<file path="src/hw/rtl/qfts_pkg.sv">
// Package: sizes, command and status types for the two-stack queue
`timescale 1ns / 1ps

package qfts_pkg;

  localparam int DEPTH   = 8;
  localparam int DATA_W  = 32;
  localparam int ADDR_W  = (DEPTH > 1) ? $clog2(DEPTH) : 1;
  localparam int CNT_W   = $clog2(DEPTH + 1);

  localparam logic FUNC_PUSH = 1'b0;
  localparam logic FUNC_POP  = 1'b1;

  typedef enum logic [2:0] {
    RSP_PUSH,
    RSP_DROP,
    RSP_EMPTY,
    RSP_IN,
    RSP_OUT
  } rsp_sel_e;

  typedef struct packed {
    logic     load;
    logic     push_wr;
    logic     in_pop;
    logic     out_pop;
    logic     out_push;
    logic     rsp_valid;
    rsp_sel_e rsp_sel;
  } cmd_t;

  typedef struct packed {
    logic is_pop;
    logic in_full;
    logic in_empty;
    logic out_empty;
  } status_t;

endpackage

</file>
<file path="src/hw/rtl/qfts_ram.sv">
// Generic single-write, single-read RAM with registered read data
`timescale 1ns / 1ps

module qfts_ram #(
  parameter int Width = 32,
  parameter int Depth = 8,
  parameter int AddrW = (Depth > 1) ? $clog2(Depth) : 1
) (
  input  logic             clk_i,
  input  logic             we_i,
  input  logic [AddrW-1:0] waddr_i,
  input  logic [Width-1:0] wdata_i,
  input  logic [AddrW-1:0] raddr_i,
  output logic [Width-1:0] rdata_o
);

  logic [Width-1:0] mem_q [Depth];
  logic [Width-1:0] rdata_q;

  always_ff @(posedge clk_i) begin
    if (we_i) begin
      mem_q[waddr_i] <= wdata_i;
    end
    rdata_q <= mem_q[raddr_i];
  end

  assign rdata_o = rdata_q;

endmodule

</file>
<file path="src/hw/rtl/qfts_dpath.sv">
// Datapath: stack RAMs, stack counts, latched item and result registers
`timescale 1ns / 1ps

module qfts_dpath import qfts_pkg::*; (
  input  logic                     clk_i,
  input  logic                     rst_ni,
  input  logic                     func_i,
  input  logic signed [DATA_W-1:0] value_i,
  input  cmd_t                     cmd_i,
  output status_t                  status_o,
  output logic                     valid_o,
  output logic signed [DATA_W-1:0] data_out_o,
  output logic                     was_empty_o,
  output logic                     push_dropped_o
);

  logic              is_pop_q;
  logic [DATA_W-1:0] value_q;
  logic [CNT_W-1:0]  in_cnt_q, in_cnt_d;
  logic [CNT_W-1:0]  out_cnt_q, out_cnt_d;
  logic [CNT_W-1:0]  in_top, out_top;
  logic [DATA_W-1:0] in_rdata, out_rdata;
  logic              valid_q;
  logic [DATA_W-1:0] data_q, data_d;
  logic              empty_q, empty_d;
  logic              drop_q, drop_d;

  assign in_top  = in_cnt_q - CNT_W'(1);
  assign out_top = out_cnt_q - CNT_W'(1);

  qfts_ram #(.Width(DATA_W), .Depth(DEPTH)) u_in_ram (
    .clk_i   (clk_i),
    .we_i    (cmd_i.push_wr),
    .waddr_i (in_cnt_q[ADDR_W-1:0]),
    .wdata_i (value_q),
    .raddr_i (in_top[ADDR_W-1:0]),
    .rdata_o (in_rdata)
  );

  qfts_ram #(.Width(DATA_W), .Depth(DEPTH)) u_out_ram (
    .clk_i   (clk_i),
    .we_i    (cmd_i.out_push),
    .waddr_i (out_cnt_q[ADDR_W-1:0]),
    .wdata_i (in_rdata),
    .raddr_i (out_top[ADDR_W-1:0]),
    .rdata_o (out_rdata)
  );

  always_comb begin
    in_cnt_d = in_cnt_q;
    if (cmd_i.push_wr) begin
      in_cnt_d = in_cnt_q + CNT_W'(1);
    end else if (cmd_i.in_pop) begin
      in_cnt_d = in_top;
    end
    out_cnt_d = out_cnt_q;
    if (cmd_i.out_push) begin
      out_cnt_d = out_cnt_q + CNT_W'(1);
    end else if (cmd_i.out_pop) begin
      out_cnt_d = out_top;
    end
  end

  always_comb begin
    data_d  = '0;
    empty_d = 1'b0;
    drop_d  = 1'b0;
    case (cmd_i.rsp_sel)
      RSP_PUSH:  data_d  = '0;
      RSP_DROP:  drop_d  = 1'b1;
      RSP_EMPTY: empty_d = 1'b1;
      RSP_IN:    data_d  = in_rdata;
      RSP_OUT:   data_d  = out_rdata;
      default:   data_d  = '0;
    endcase
  end

  always_ff @(posedge clk_i or negedge rst_ni) begin
    if (!rst_ni) begin
      in_cnt_q  <= '0;
      out_cnt_q <= '0;
      valid_q   <= 1'b0;
    end else begin
      in_cnt_q  <= in_cnt_d;
      out_cnt_q <= out_cnt_d;
      valid_q   <= cmd_i.rsp_valid;
    end
  end

  always_ff @(posedge clk_i) begin
    if (cmd_i.load) begin
      is_pop_q <= func_i;
      value_q  <= value_i;
    end
    if (cmd_i.rsp_valid) begin
      data_q  <= data_d;
      empty_q <= empty_d;
      drop_q  <= drop_d;
    end
  end

  assign status_o.is_pop    = (is_pop_q == FUNC_POP);
  assign status_o.in_full   = (in_cnt_q == CNT_W'(DEPTH));
  assign status_o.in_empty  = (in_cnt_q == '0);
  assign status_o.out_empty = (out_cnt_q == '0);

  assign valid_o        = valid_q;
  assign data_out_o     = data_q;
  assign was_empty_o    = empty_q;
  assign push_dropped_o = drop_q;

`ifndef SYNTHESIS
  a_in_cnt_range: assert property (@(posedge clk_i) disable iff (!rst_ni)
    in_cnt_q <= CNT_W'(DEPTH))
    else $error("in-stack count beyond depth");
  a_out_cnt_range: assert property (@(posedge clk_i) disable iff (!rst_ni)
    out_cnt_q <= CNT_W'(DEPTH))
    else $error("out-stack count beyond depth");
  a_refill_only_empty: assert property (@(posedge clk_i) disable iff (!rst_ni)
    cmd_i.out_push |-> !cmd_i.out_pop)
    else $error("out-stack pushed and popped together");
`endif

endmodule

</file>
<file path="src/hw/rtl/qfts_ctrl.sv">
// Controller: sequences push, pop and the in-stack to out-stack transfer
`timescale 1ns / 1ps

module qfts_ctrl import qfts_pkg::*; (
  input  logic    clk_i,
  input  logic    rst_ni,
  input  logic    start_i,
  input  status_t status_i,
  output cmd_t    cmd_o,
  output logic    busy_o
);

  localparam logic [1:0] S_IDLE     = 2'd0;
  localparam logic [1:0] S_DECODE   = 2'd1;
  localparam logic [1:0] S_XFER     = 2'd2;
  localparam logic [1:0] S_POP_WAIT = 2'd3;

  logic [1:0] state_q, state_d;

  always_comb begin
    state_d = state_q;
    cmd_o   = '{default: '0, rsp_sel: RSP_PUSH};
    unique case (state_q)
      S_IDLE: begin
        if (start_i) begin
          cmd_o.load = 1'b1;
          state_d    = S_DECODE;
        end
      end
      S_DECODE: begin
        if (!status_i.is_pop) begin
          cmd_o.rsp_valid = 1'b1;
          state_d         = S_IDLE;
          if (status_i.in_full) begin
            cmd_o.rsp_sel = RSP_DROP;
          end else begin
            cmd_o.push_wr = 1'b1;
            cmd_o.rsp_sel = RSP_PUSH;
          end
        end else if (!status_i.out_empty) begin
          cmd_o.out_pop = 1'b1;
          state_d       = S_POP_WAIT;
        end else if (status_i.in_empty) begin
          cmd_o.rsp_valid = 1'b1;
          cmd_o.rsp_sel   = RSP_EMPTY;
          state_d         = S_IDLE;
        end else begin
          cmd_o.in_pop = 1'b1;
          state_d      = S_XFER;
        end
      end
      S_XFER: begin
        if (status_i.in_empty) begin
          // hand the oldest entry straight out instead of stacking it
          cmd_o.rsp_valid = 1'b1;
          cmd_o.rsp_sel   = RSP_IN;
          state_d         = S_IDLE;
        end else begin
          cmd_o.out_push = 1'b1;
          cmd_o.in_pop   = 1'b1;
        end
      end
      S_POP_WAIT: begin
        cmd_o.rsp_valid = 1'b1;
        cmd_o.rsp_sel   = RSP_OUT;
        state_d         = S_IDLE;
      end
      default: state_d = S_IDLE;
    endcase
  end

  always_ff @(posedge clk_i or negedge rst_ni) begin
    if (!rst_ni) begin
      state_q <= S_IDLE;
    end else begin
      state_q <= state_d;
    end
  end

  assign busy_o = (state_q != S_IDLE);

`ifndef SYNTHESIS
  a_accept_busy: assert property (@(posedge clk_i) disable iff (!rst_ni)
    (start_i && !busy_o) |=> busy_o)
    else $error("item accepted but controller not busy");
  a_rsp_to_idle: assert property (@(posedge clk_i) disable iff (!rst_ni)
    cmd_o.rsp_valid |=> !busy_o)
    else $error("result issued without return to idle");
  a_xfer_from_pop: assert property (@(posedge clk_i) disable iff (!rst_ni)
    cmd_o.in_pop |-> status_i.is_pop && !status_i.in_empty)
    else $error("in-stack read outside a pop or when empty");
`endif

endmodule

</file>
<file path="src/hw/rtl/queue_from_two_stacks_unit.sv">
// Top level: first-in first-out queue of 32-bit words built from two stacks
`timescale 1ns / 1ps

// An item is taken when start is high and busy is low; its single result shows
// on the result ports for one cycle with valid_o high and cannot be held off.
// A push, a refused push and a pop of an empty queue go through decode to the
// result; a pop served from the out-stack also passes pop-wait. A pop that finds
// the out-stack empty moves each in-stack entry but the oldest, one a cycle, into
// the out-stack and hands the oldest out. Busy is low in the cycle the result
// shows, so the next item can be taken then. No clearing pass after reset.
module queue_from_two_stacks_unit import qfts_pkg::*; (
  input  logic                     clk_i,
  input  logic                     rst_ni,
  input  logic                     start,
  output logic                     busy,
  input  logic                     func_i,
  input  logic signed [DATA_W-1:0] value_i,
  output logic                     valid_o,
  output logic signed [DATA_W-1:0] data_out_o,
  output logic                     was_empty_o,
  output logic                     push_dropped_o
);

  cmd_t    cmd;
  status_t status;

  qfts_ctrl u_ctrl (
    .clk_i    (clk_i),
    .rst_ni   (rst_ni),
    .start_i  (start),
    .status_i (status),
    .cmd_o    (cmd),
    .busy_o   (busy)
  );

  qfts_dpath u_dpath (
    .clk_i          (clk_i),
    .rst_ni         (rst_ni),
    .func_i         (func_i),
    .value_i        (value_i),
    .cmd_i          (cmd),
    .status_o       (status),
    .valid_o        (valid_o),
    .data_out_o     (data_out_o),
    .was_empty_o    (was_empty_o),
    .push_dropped_o (push_dropped_o)
  );

`ifndef SYNTHESIS
  a_valid_not_busy: assert property (@(posedge clk_i) disable iff (!rst_ni)
    valid_o |-> !busy)
    else $error("result shown while still busy");
  a_flags_exclusive: assert property (@(posedge clk_i) disable iff (!rst_ni)
    valid_o |-> !(was_empty_o && push_dropped_o))
    else $error("empty and dropped flags together");
  a_flag_zero_data: assert property (@(posedge clk_i) disable iff (!rst_ni)
    (valid_o && (was_empty_o || push_dropped_o)) |-> data_out_o == '0)
    else $error("flagged result carries data");
`endif

endmodule

</file>
<file path="config.mk">
export PLATFORM = sky130hd
export DESIGN_NAME = queue_from_two_stacks_unit
export DESIGN_NICKNAME = d
export VERILOG_FILES = /design/src/hw/rtl/qfts_pkg.sv /design/src/hw/rtl/qfts_ram.sv /design/src/hw/rtl/qfts_dpath.sv /design/src/hw/rtl/qfts_ctrl.sv /design/src/hw/rtl/queue_from_two_stacks_unit.sv
export SDC_FILE = /design/constraint.sdc
export NUM_CORES = 1
export LEC_CHECK = 0
export BUFFER_PORTS_ARGS = -buffer_cell sky130_fd_sc_hd__buf_4
export CAP_MARGIN = 20
export CORE_MARGIN = 4
export CORE_UTILIZATION = 45
export CTS_CLUSTER_DIAMETER = 150
export CTS_CLUSTER_SIZE = 40
export DETAILED_ROUTE_END_ITERATION = 8
export SLEW_MARGIN = 20
export SYNTH_ARGS = -nofsm -noshare
export SYNTH_HDL_FRONTEND = slang
export SYNTH_SLANG_ARGS = --single-unit
</file>
<file path="constraint.sdc">
create_clock -name clk_i -period 5.5 [get_ports clk_i]
set_clock_uncertainty 0.2 [all_clocks]
set_input_delay 0.55 -clock clk_i [delete_from_list [all_inputs] [get_ports clk_i]]
set_output_delay 0.55 -clock clk_i [all_outputs]
set_load 0.01 [all_outputs]
</file>
==> results of run 1 <==
==> power groups by stage <==
stage | sequential [mW] | combinational (mW) | clock [mW]
after floorplan | 7.10 | 3.11 | 0
after global placement | 7.46 | 4.04 | 0
after detailed placement | 7.49 | 4.11 | 0
after CTS | 7.37 | 4.15 | 2.18
after global routing | 7.48 | 4.40 | 2.37
final | 7.36 | 4.03 | 2.10
==> cells in the final DEF (no fill, tap or decap), types with 4 or more instances in the layout <==
cell and instances:
edfxtp_1 579, mux4_2 128, buf_4 96, mux2_2 64, dfxtp_1 64, dlygate4sd3_1 34, a22o_1 32, clkbuf_16 21
nand2_1 16, clkbuf_1 14, nor2_4 10, ha_1 9, dfrtp_1 9, inv_1 8, o21ai_0 6, nor3_2 6
xnor2_1 5, nor2_1 4
==> worst paths after layout <==
path                       cells past startpoint  slack, ns                 start                       endpoint
min in group clk_i                             3       0.18                 start              u_ctrl.state_q[1]
setup reg to reg                               5       1.99   u_dpath.in_cnt_q[0]  u_dpath.u_out_ram.mem_q[5][6]
hold reg to reg                                1       0.33  u_dpath.out_cnt_q[3]           u_dpath.out_cnt_q[3]
setup / recovery                               5       1.99   u_dpath.in_cnt_q[0]  u_dpath.u_out_ram.mem_q[5][6]
max in group asynchronous                      2       4.79                rst_ni            u_dpath.in_cnt_q[0]
hold / removal                                 2       0.14                rst_ni           u_dpath.out_cnt_q[0]
==> registers in the layout (all words and copies together) (netlist names), 2 cells and up <==
name                       flops
u_dpath.u_out_ram.rdata_o     32
u_dpath.u_in_ram.mem_q       256
u_dpath.u_out_ram.mem_q      256
u_dpath.out_cnt_q              4
u_dpath.u_in_ram.rdata_o      32
u_ctrl.state_q                 2
u_dpath.data_out_o            32
u_dpath.in_cnt_q               4
u_dpath.value_q               32
==> through the flow <==
stage | util (%) | cells | hold slack [ns] | total power [mW] | area [um^2]
6_report | 50.8 | 1830 | 0.137 | 13.5 | 26300
5_1_grt | 50.8 | 1830 | 0.108 | 14.3 | 26300
4_1_cts | 50.7 | 1828 | 0.114 | 13.7 | 26200
3_5_place_dp | 48.8 | 1758 | 0.202 | 11.6 | 25300
3_3_place_gp | 48.8 | 1757 | 0.202 | 11.5 | 25200
2_1_floorplan | - | 1027 | 0.0544 | 10.2 | 23700
==> cell families after synthesis <==
| logic type | Yosys count | synth area share, % |
|---|---|---|
| compound gates | 48 | 1.65 |
| xor+xnor | 8 | 0.295 |
| fa+ha+maj | 11 | 0.580 |
| buf+inv | 54 | 1.03 |
| flops | 654 | 79.9 |
| mux | 194 | 15.3 |
| simple gates | 58 | 1.28 |
==> worst reg2reg max path, stage by stage, from the launching register on <==
cell	delay (ns)
dfrtp_4	0.87
inv_1	0.21
ha_2	0.30
or3b_1	0.29
nand3_1	0.33
nor2_4	0.93
==> layout make-up <==
type / instances / area (um^2) / share of cell area, %
Tap cell: 680 / 851 / 3.24
Inverter: 8 / 30.0 / 0.114
Clock inverter: 1 / 30.0 / 0.114
Sequential cell: 654 / 19000 / 72.2
Multi-Input combinational cell: 319 / 4680 / 17.8
Clock buffer: 35 / 578 / 2.20
Timing Repair Buffer: 133 / 1140 / 4.33
==> repair_timing <==
action	4_1_cts	5_1_grt
hold buffers	34	0
setup buffers	0	0
hold endpoints to repair	44	0
==> layer usage <==
| metal | track usage, % | part of all wire, % | vias to the layer above |
|---|---|---|---|
| met5 | 0 | 0 | - |
| met4 | 2.46 | 1.7 | 0 |
| met3 | 1.72 | 2.9 | 33 |
| met2 | 25.8 | 51 | 159 |
| met1 | 21.8 | 45 | 5360 |
| li1 | - | - | 4433 |
==> results.sh, run 1 <==
export IMPL_firstDrtPassIters=7
export IMPL_port_buffers=71
export IMPL_drive_above_1_share_pct=29.9
export IMPL_syn_to_final_growth_pct=10.7
export IMPL_synth_common_cells="edfxtp_1, mux4_2, dfxtp_1, mux2_2, a22o_1"
export IMPL_p_comb_share_pct=29.9
export IMPL_synth_area_leaders="edfxtp_1, mux4_2, dfxtp_1, mux2_2, a22o_1"
export IMPL_fp_row_count=83
export IMPL_crit_type="reg -> reg"
export IMPL_relSlewSlack_pct=28.6
export IMPL_antenna_found_initial=0
export IMPL_fillers=4019
export IMPL_rsz0062_at_grt="false"
export IMPL_syn_area_um2=23700
export IMPL_status="completed"
export IMPL_gp_congestion=0.721
export IMPL_synth_edf_count=579
export IMPL_drv_slew=0
export IMPL_vias_per_cell=5.46
export IMPL_grt_max_degree=67
export IMPL_worst_slew_pin_slew_ns=1.07
export IMPL_path_buf_inv=1
export IMPL_p_leak_nw=8.30
export IMPL_swShare_pct=29.8
export IMPL_ant_nets=0
export IMPL_avgSynthCellArea_um2=23.1
export IMPL_final_min_clock_period_ns=3.51
export IMPL_yosysTopAreaCell="edfxtp_1"
export IMPL_cts_buffers=20
export IMPL_cpMaxStageDelayCell="nor2_4"
export IMPL_grt_usage_pct=15.1
export IMPL_hp_class="in -> async"
export IMPL_synth_seq_cells=654
export IMPL_tns_ns=0
export IMPL_grt_pass1_wl_mm=65.5
export IMPL_die_area_um2=56400
export IMPL_slowest_delay_ns=0.93
export IMPL_internal_power_mw=9.48
export IMPL_htree_num_levels=1
export IMPL_clockBufferDepth=3
export IMPL_grt_overflow=0
export IMPL_setup_ws_ns=1.99
export IMPL_die_h_um=238
export IMPL_synth_distinct_cells=44
export IMPL_drt_iter0_drc=827
export IMPL_wl_per_cell_um=23.3
export IMPL_clock_latency_ns=0.58
export IMPL_setup_viol=0
export IMPL_required_ns=5.52
export IMPL_power_frac_clock_pct=15.6
export IMPL_synth_warnings=0
export IMPL_startpoint_type="flip-flop"
export IMPL_seq_power_share_pct=54.5
export IMPL_initial_core_util_pct=45.9
export IMPL_peakVddDrop_mv=0.389
export IMPL_max_freq_mhz=285
export IMPL_post_route_period_util_pct=63.7
export IMPL_path_cells="inv_1 > ha_2 > or3b_1 > nand3_1 > nor2_4"
export IMPL_synthFlopType="edfxtp_1"
export IMPL_die_width_um=238
export IMPL_synthArstFlopShare_pct=1.68
export IMPL_end_kind="flip-flop"
export IMPL_vias=9985
export IMPL_crit_family="simple AND/OR/NAND/NOR gates"
export IMPL_powerDensity_nw_per_um2=514
export IMPL_cp_max_fo=34
export IMPL_critPathArrivalTime_ns=3.52
export IMPL_root_buffer="clkbuf_16"
export IMPL_num_antenna_cells=0
export IMPL_hold_viol=0
export IMPL_synthesis_nets=1074
export IMPL_clk_pin_slew_ns=0.14
export IMPL_dp_hpwl_mm=25.0
export IMPL_grt_pass1_vias=10411
export IMPL_p_sw_mw=4.01
export IMPL_drc_errors=0
export IMPL_place_ws_ns=1.84
export IMPL_synth_top_area_share_pct=73.3
export IMPL_post_cts_resize_count=0
export IMPL_syn_inst=1027
export IMPL_cts_sinks=654
export IMPL_totalWireLength_mm=42.6
export IMPL_maxCapViolations=0
export IMPL_core_area_um2=51700
export IMPL_yosysSeqAreaShare_pct=79.9
export IMPL_yosysMostFrequentCell="edfxtp_1"
export IMPL_cts_tree="yes"
export IMPL_fin_nets=1183
export IMPL_io_pins=72
No activity file was read; power rests on OpenSTA's default activity.
==> run 2: changes to the inputs <==
==> constraint.sdc (replaced) <==
create_clock -name clk_i -period 3 [get_ports clk_i]
set_clock_uncertainty 0.2 [all_clocks]
set_input_delay 0.3 -clock clk_i [delete_from_list [all_inputs] [get_ports clk_i]]
set_output_delay 0.3 -clock clk_i [all_outputs]
set_load 0.01 [all_outputs]
==> results.sh, run 2 (same netlist as run 1, synthesis figures left out) <==
export IMPL_status="completed"
export IMPL_max_freq_mhz=363
export IMPL_cts_sinks=654
export IMPL_antenna_found_initial=5
export IMPL_end_kind="flip-flop"
export IMPL_clockBufferDepth=3
export IMPL_hp_class="in -> reg"
export IMPL_fin_nets=1196
export IMPL_hold_viol=0
export IMPL_grt_usage_pct=15.1
export IMPL_core_area_um2=51700
export IMPL_fin_area_um2=26600
export IMPL_drive_above_1_share_pct=30.6
export IMPL_startpoint_type="flip-flop"
export IMPL_peakVddDrop_mv=0.863
export IMPL_syn_to_final_growth_pct=12.2
export IMPL_powerDensity_nw_per_um2=957
export IMPL_clk_pin_slew_ns=0.14
export IMPL_cts_tree="yes"
export IMPL_grt_pass1_wl_mm=65.2
export IMPL_die_h_um=238
export IMPL_dpl_cell_area_um2=25600
export IMPL_multi_input_area_um2=4750
export IMPL_drt_iter0_drc=808
export IMPL_reg_largest_list="u_dpath.u_in_ram.mem_q (256), u_dpath.u_out_ram.mem_q (256)"
export IMPL_die_width_um=238
export IMPL_clock_latency_ns=0.58
export IMPL_final_common_cell="edfxtp_1"
export IMPL_worst_slew_pin_slew_ns=0.802
export IMPL_drv_slew=0
export IMPL_htree_num_levels=1
export IMPL_firstDrtPassIters=5
export IMPL_setup_viol=0
export IMPL_total_power_mw=25.5
export IMPL_post_cts_resize_count=0
export IMPL_gp_congestion=0.749
export IMPL_cp_max_fo=32
export IMPL_relSlewSlack_pct=46.4
export IMPL_final_min_clock_period_ns=2.75
export IMPL_initial_core_util_pct=45.9
export IMPL_root_buffer="clkbuf_16"
export IMPL_fillers=4051
export IMPL_cts_buffers=20
export IMPL_required_ns=3.02
export IMPL_maxCapViolations=0
export IMPL_final_seq_area_um2=19000
export IMPL_grt_max_degree=71
export IMPL_grt_overflow=0
export IMPL_fin_util_pct=51.4
export IMPL_vias_per_cell=5.40
export IMPL_drc_errors=0
export IMPL_die_area_um2=56400
export IMPL_crit_type="reg -> reg"
export IMPL_grt_pass1_vias=10287
export IMPL_cts_post_setup_buffers_inserted=0
export IMPL_wl_per_cell_um=23.3
export IMPL_io_pins=72
export IMPL_fp_row_count=83
export IMPL_totalWireLength_mm=42.9
export IMPL_critPathArrivalTime_ns=2.77
export IMPL_post_route_period_util_pct=91.7
export IMPL_port_buffers=71
export IMPL_ant_nets=0
export IMPL_vias=9961
export IMPL_dp_hpwl_mm=23.6
export IMPL_layout_common_cells="edfxtp_1, mux4_2, buf_4"
export IMPL_p_leak_nw=8.43
export IMPL_rsz0062_at_grt="false"
## run 2: cell count changes in the layout (fill, tap and decap cells not counted), moves of 2 or more
cell / change
buf_16: -2
buf_12: +17
nor3_4: +6
buf_4: -4
dlygate4sd3_1: +2
nor3_2: -6
## run 2: layout make-up
cell class	instances	share of cell area, %
Sequential cell	654	71.2
Inverter	8	0.113
Multi-Input combinational cell	319	17.8
Antenna cell	1	0.00941
Clock inverter	1	0.113
Tap cell	680	3.20
Clock buffer	35	2.17
Timing Repair Buffer	146	5.31
## run 2: repair_timing
action	4_1_cts	5_1_grt
endpoints found under the hold margin	46	0
hold buffers	36	0
endpoints found under the setup margin	0	0
## run 2: final timing paths
kind	from	endpoint	slack, ns	cells past startpoint
worst min register to register	u_dpath.out_cnt_q[3]	u_dpath.out_cnt_q[3]	0.34	1
worst max register to register	u_dpath.in_cnt_q[0]	u_dpath.u_out_ram.mem_q[4][7]	0.25	7
worst max-delay path	u_dpath.in_cnt_q[0]	u_dpath.u_out_ram.mem_q[4][7]	0.25	7
worst min-delay path	value_i[19]	u_dpath.value_q[19]	0.23	2
max in group asynchronous	rst_ni	u_dpath.in_cnt_q[0]	1.54	3
min in group asynchronous	rst_ni	u_dpath.in_cnt_q[3]	0.59	3
## run 2: report_power, final
part	switching, mW	leakage (nW)	internal (mW)
clock network	2.49	0.287	1.37
logic	4.26	2.23	4.24
registers	1.02	5.92	12.1
total	7.77	8.43	17.7
## run 2: metrics by stage
stage | hold WS (ns) | TNS, ns | setup WS, ns | cells
floorplan | -0.196 | -63.50 | -0.368 | 1027
global placement | -0.0387 | 0 | 0.279 | 1771
detailed placement | -0.0386 | 0 | 0.249 | 1771
CTS | 0.189 | 0 | 0.218 | 1843
global route | 0.205 | 0 | 0.103 | 1843
finish | 0.230 | 0 | 0.249 | 1844
## run 2: worst max-delay path, stage by stage, from the launching register on
cell and delay [ns]:
dfrtp_4 0.45, inv_1 0.10, ha_4 0.20, or3b_1 0.23
buf_4 0.16, nand3_1 0.33, nor3_4 0.23, buf_4 0.47
## run 2: routing by layer
layer  vias to the layer above  wire length (um)  GRT usage [%]
li1                       4461                 -              -
met1                      5342             19700           22.2
met2                       127             21500           25.5
met3                        31              1190           1.49
met4                         0               530           2.23
met5                         -                 0              0
==> run 3: changes to the inputs <==
--- a/config.mk
+++ b/config.mk
@@ -12,6 +12,8 @@
 export CTS_CLUSTER_DIAMETER = 150
 export CTS_CLUSTER_SIZE = 40
 export DETAILED_ROUTE_END_ITERATION = 8
+export MAX_ROUTING_LAYER = met4
+export PLACE_DENSITY = 0.67
 export SLEW_MARGIN = 20
 export SYNTH_ARGS = -nofsm -noshare
 export SYNTH_HDL_FRONTEND = slang
==> results.sh, run 3 (same netlist as run 1, synthesis figures left out) <==
export IMPL_status="completed"
export IMPL_peakVddDrop_mv=0.703
export IMPL_relSlewSlack_pct=34.0
export IMPL_crit_type="reg -> reg"
export IMPL_finalHoldWorstSlack_ns=0.216
export IMPL_total_power_mw=25.2
export IMPL_clock_latency_ns=0.59
export IMPL_p_leak_nw=8.41
export IMPL_die_width_um=238
export IMPL_port_buffers=71
export IMPL_wl_per_cell_um=23.0
export IMPL_drive_above_1_share_pct=30.7
export IMPL_setup_viol=0
export IMPL_syn_to_final_growth_pct=11.9
export IMPL_grt_pass1_wl_mm=65.7
export IMPL_met1_usage_pct=22.4
export IMPL_layout_common_cells="edfxtp_1, mux4_2, buf_4"
export IMPL_final_common_cell="edfxtp_1"
export IMPL_totalWireLength_mm=42.3
export IMPL_antenna_found_initial=0
export IMPL_startpoint_type="flip-flop"
export IMPL_hold_viol=0
export IMPL_placed_cells=1768
export IMPL_clockBufferDepth=3
export IMPL_maxCapViolations=0
export IMPL_htree_num_levels=1
export IMPL_cts_buffers=20
export IMPL_grt_util_met3_pct=1.67
export IMPL_drc_errors=0
export IMPL_hp_class="in -> reg"
export IMPL_end_kind="flip-flop"
export IMPL_drv_slew=0
export IMPL_grt_pass1_vias=10553
export IMPL_grt_usage_pct=15.5
export IMPL_dp_hpwl_mm=23.5
export IMPL_fin_nets=1194
export IMPL_rsz0062_at_grt="false"
export IMPL_clk_pin_slew_ns=0.14
export IMPL_die_h_um=238
export IMPL_num_antenna_cells=0
export IMPL_busiest_layer="met2"
export IMPL_dpl_cell_area_um2=25600
export IMPL_die_area_um2=56400
export IMPL_post_route_period_util_pct=92.8
export IMPL_critPathArrivalTime_ns=2.86
export IMPL_final_cells=1841
export IMPL_required_ns=3.07
export IMPL_fin_area_um2=26500
export IMPL_grt_max_degree=71
export IMPL_ant_nets=0
export IMPL_grt_overflow=0
export IMPL_gp_congestion=0.772
export IMPL_reg_largest_list="u_dpath.u_in_ram.mem_q (256), u_dpath.u_out_ram.mem_q (256)"
export IMPL_core_area_um2=51700
export IMPL_max_freq_mhz=359
export IMPL_cts_sinks=654
export IMPL_drt_iter0_drc=803
export IMPL_fp_row_count=83
export IMPL_vias_per_cell=5.47
export IMPL_firstDrtPassIters=5
export IMPL_cts_tree="yes"
export IMPL_worst_slew_pin_slew_ns=0.990
export IMPL_use_met2_pct=25.0
export IMPL_powerDensity_nw_per_um2=949
export IMPL_final_min_clock_period_ns=2.79
export IMPL_root_buffer="clkbuf_16"
export IMPL_cp_max_fo=20
export IMPL_io_pins=72
export IMPL_initial_core_util_pct=45.9
export IMPL_vias=10069
==> run 3: cell types whose count changed in the layout (fill, tap and decap cells not counted) <==
cell	previous run	this run
buf_12	18	14
buf_4	92	94
diode_2	1	0
ha_1	9	8
ha_2	1	2
nand3_1	2	1
nand3_2	0	1
==> run 3: worst paths after layout <==
path,to,cells after the start,slack [ns],from
worst max-delay path,u_dpath.u_out_ram.mem_q[1][4],6,0.21,u_dpath.in_cnt_q[0]
worst min-delay path,u_dpath.value_q[23],2,0.22,value_i[23]
worst max register to register,u_dpath.u_out_ram.mem_q[1][4],6,0.21,u_dpath.in_cnt_q[0]
worst min register to register,u_dpath.data_out_o[6],1,0.33,u_dpath.u_out_ram.rdata_o[6]
max in group asynchronous,u_dpath.in_cnt_q[0],3,1.63,rst_ni
min in group asynchronous,u_dpath.in_cnt_q[3],3,0.55,rst_ni
==> run 3: stage by stage <==
step	util, %	setup TNS [ns]	worst slack, ns
6_report	51.3	0	0.215
5_1_grt	51.3	0	0.0195
4_1_cts	51.3	0	0.0685
3_3_place_gp	49.4	0	0.171
3_5_place_dp	49.4	0	0.117
2_1_floorplan	-	-63.50	-0.368
==> run 3: repair_timing <==
item | 4_1_cts | 5_1_grt
gates resized for setup | 0 | 2
endpoints found under the hold margin | 46 | 0
buffers inserted | 0 | 1
hold buffers | 36 | 0
endpoints found under the setup margin | 0 | 41
==> run 3: cell type report <==
cell class                      instances  area, um^2
Fill cell                            4062       25200
Sequential cell                       654       19000
Multi-Input combinational cell        319        4750
Timing Repair Buffer                  144        1350
Tap cell                              680         851
Clock buffer                           35         578
Clock inverter                          1        30.0
Inverter                                8        30.0
==> run 3: where the power goes <==
part	internal, mW	switching [mW]
clock network	1.37	2.52
registers	12.1	1.10
logic	4.15	3.97
==> run 3: critical path, cell delays in order, from the launching register on <==
cell and delay (ns):
dfrtp_4 0.45, inv_1 0.10, ha_4 0.17, or3b_1 0.32
nand2_4 0.15, nor3_4 0.63, buf_4 0.43
==> run 3: routing by layer <==
metal	wire, um	part of all wire [%]
met5	0	0
met4	476	1.1
met2	20900	49
met1	19200	45
met3	1790	4.2
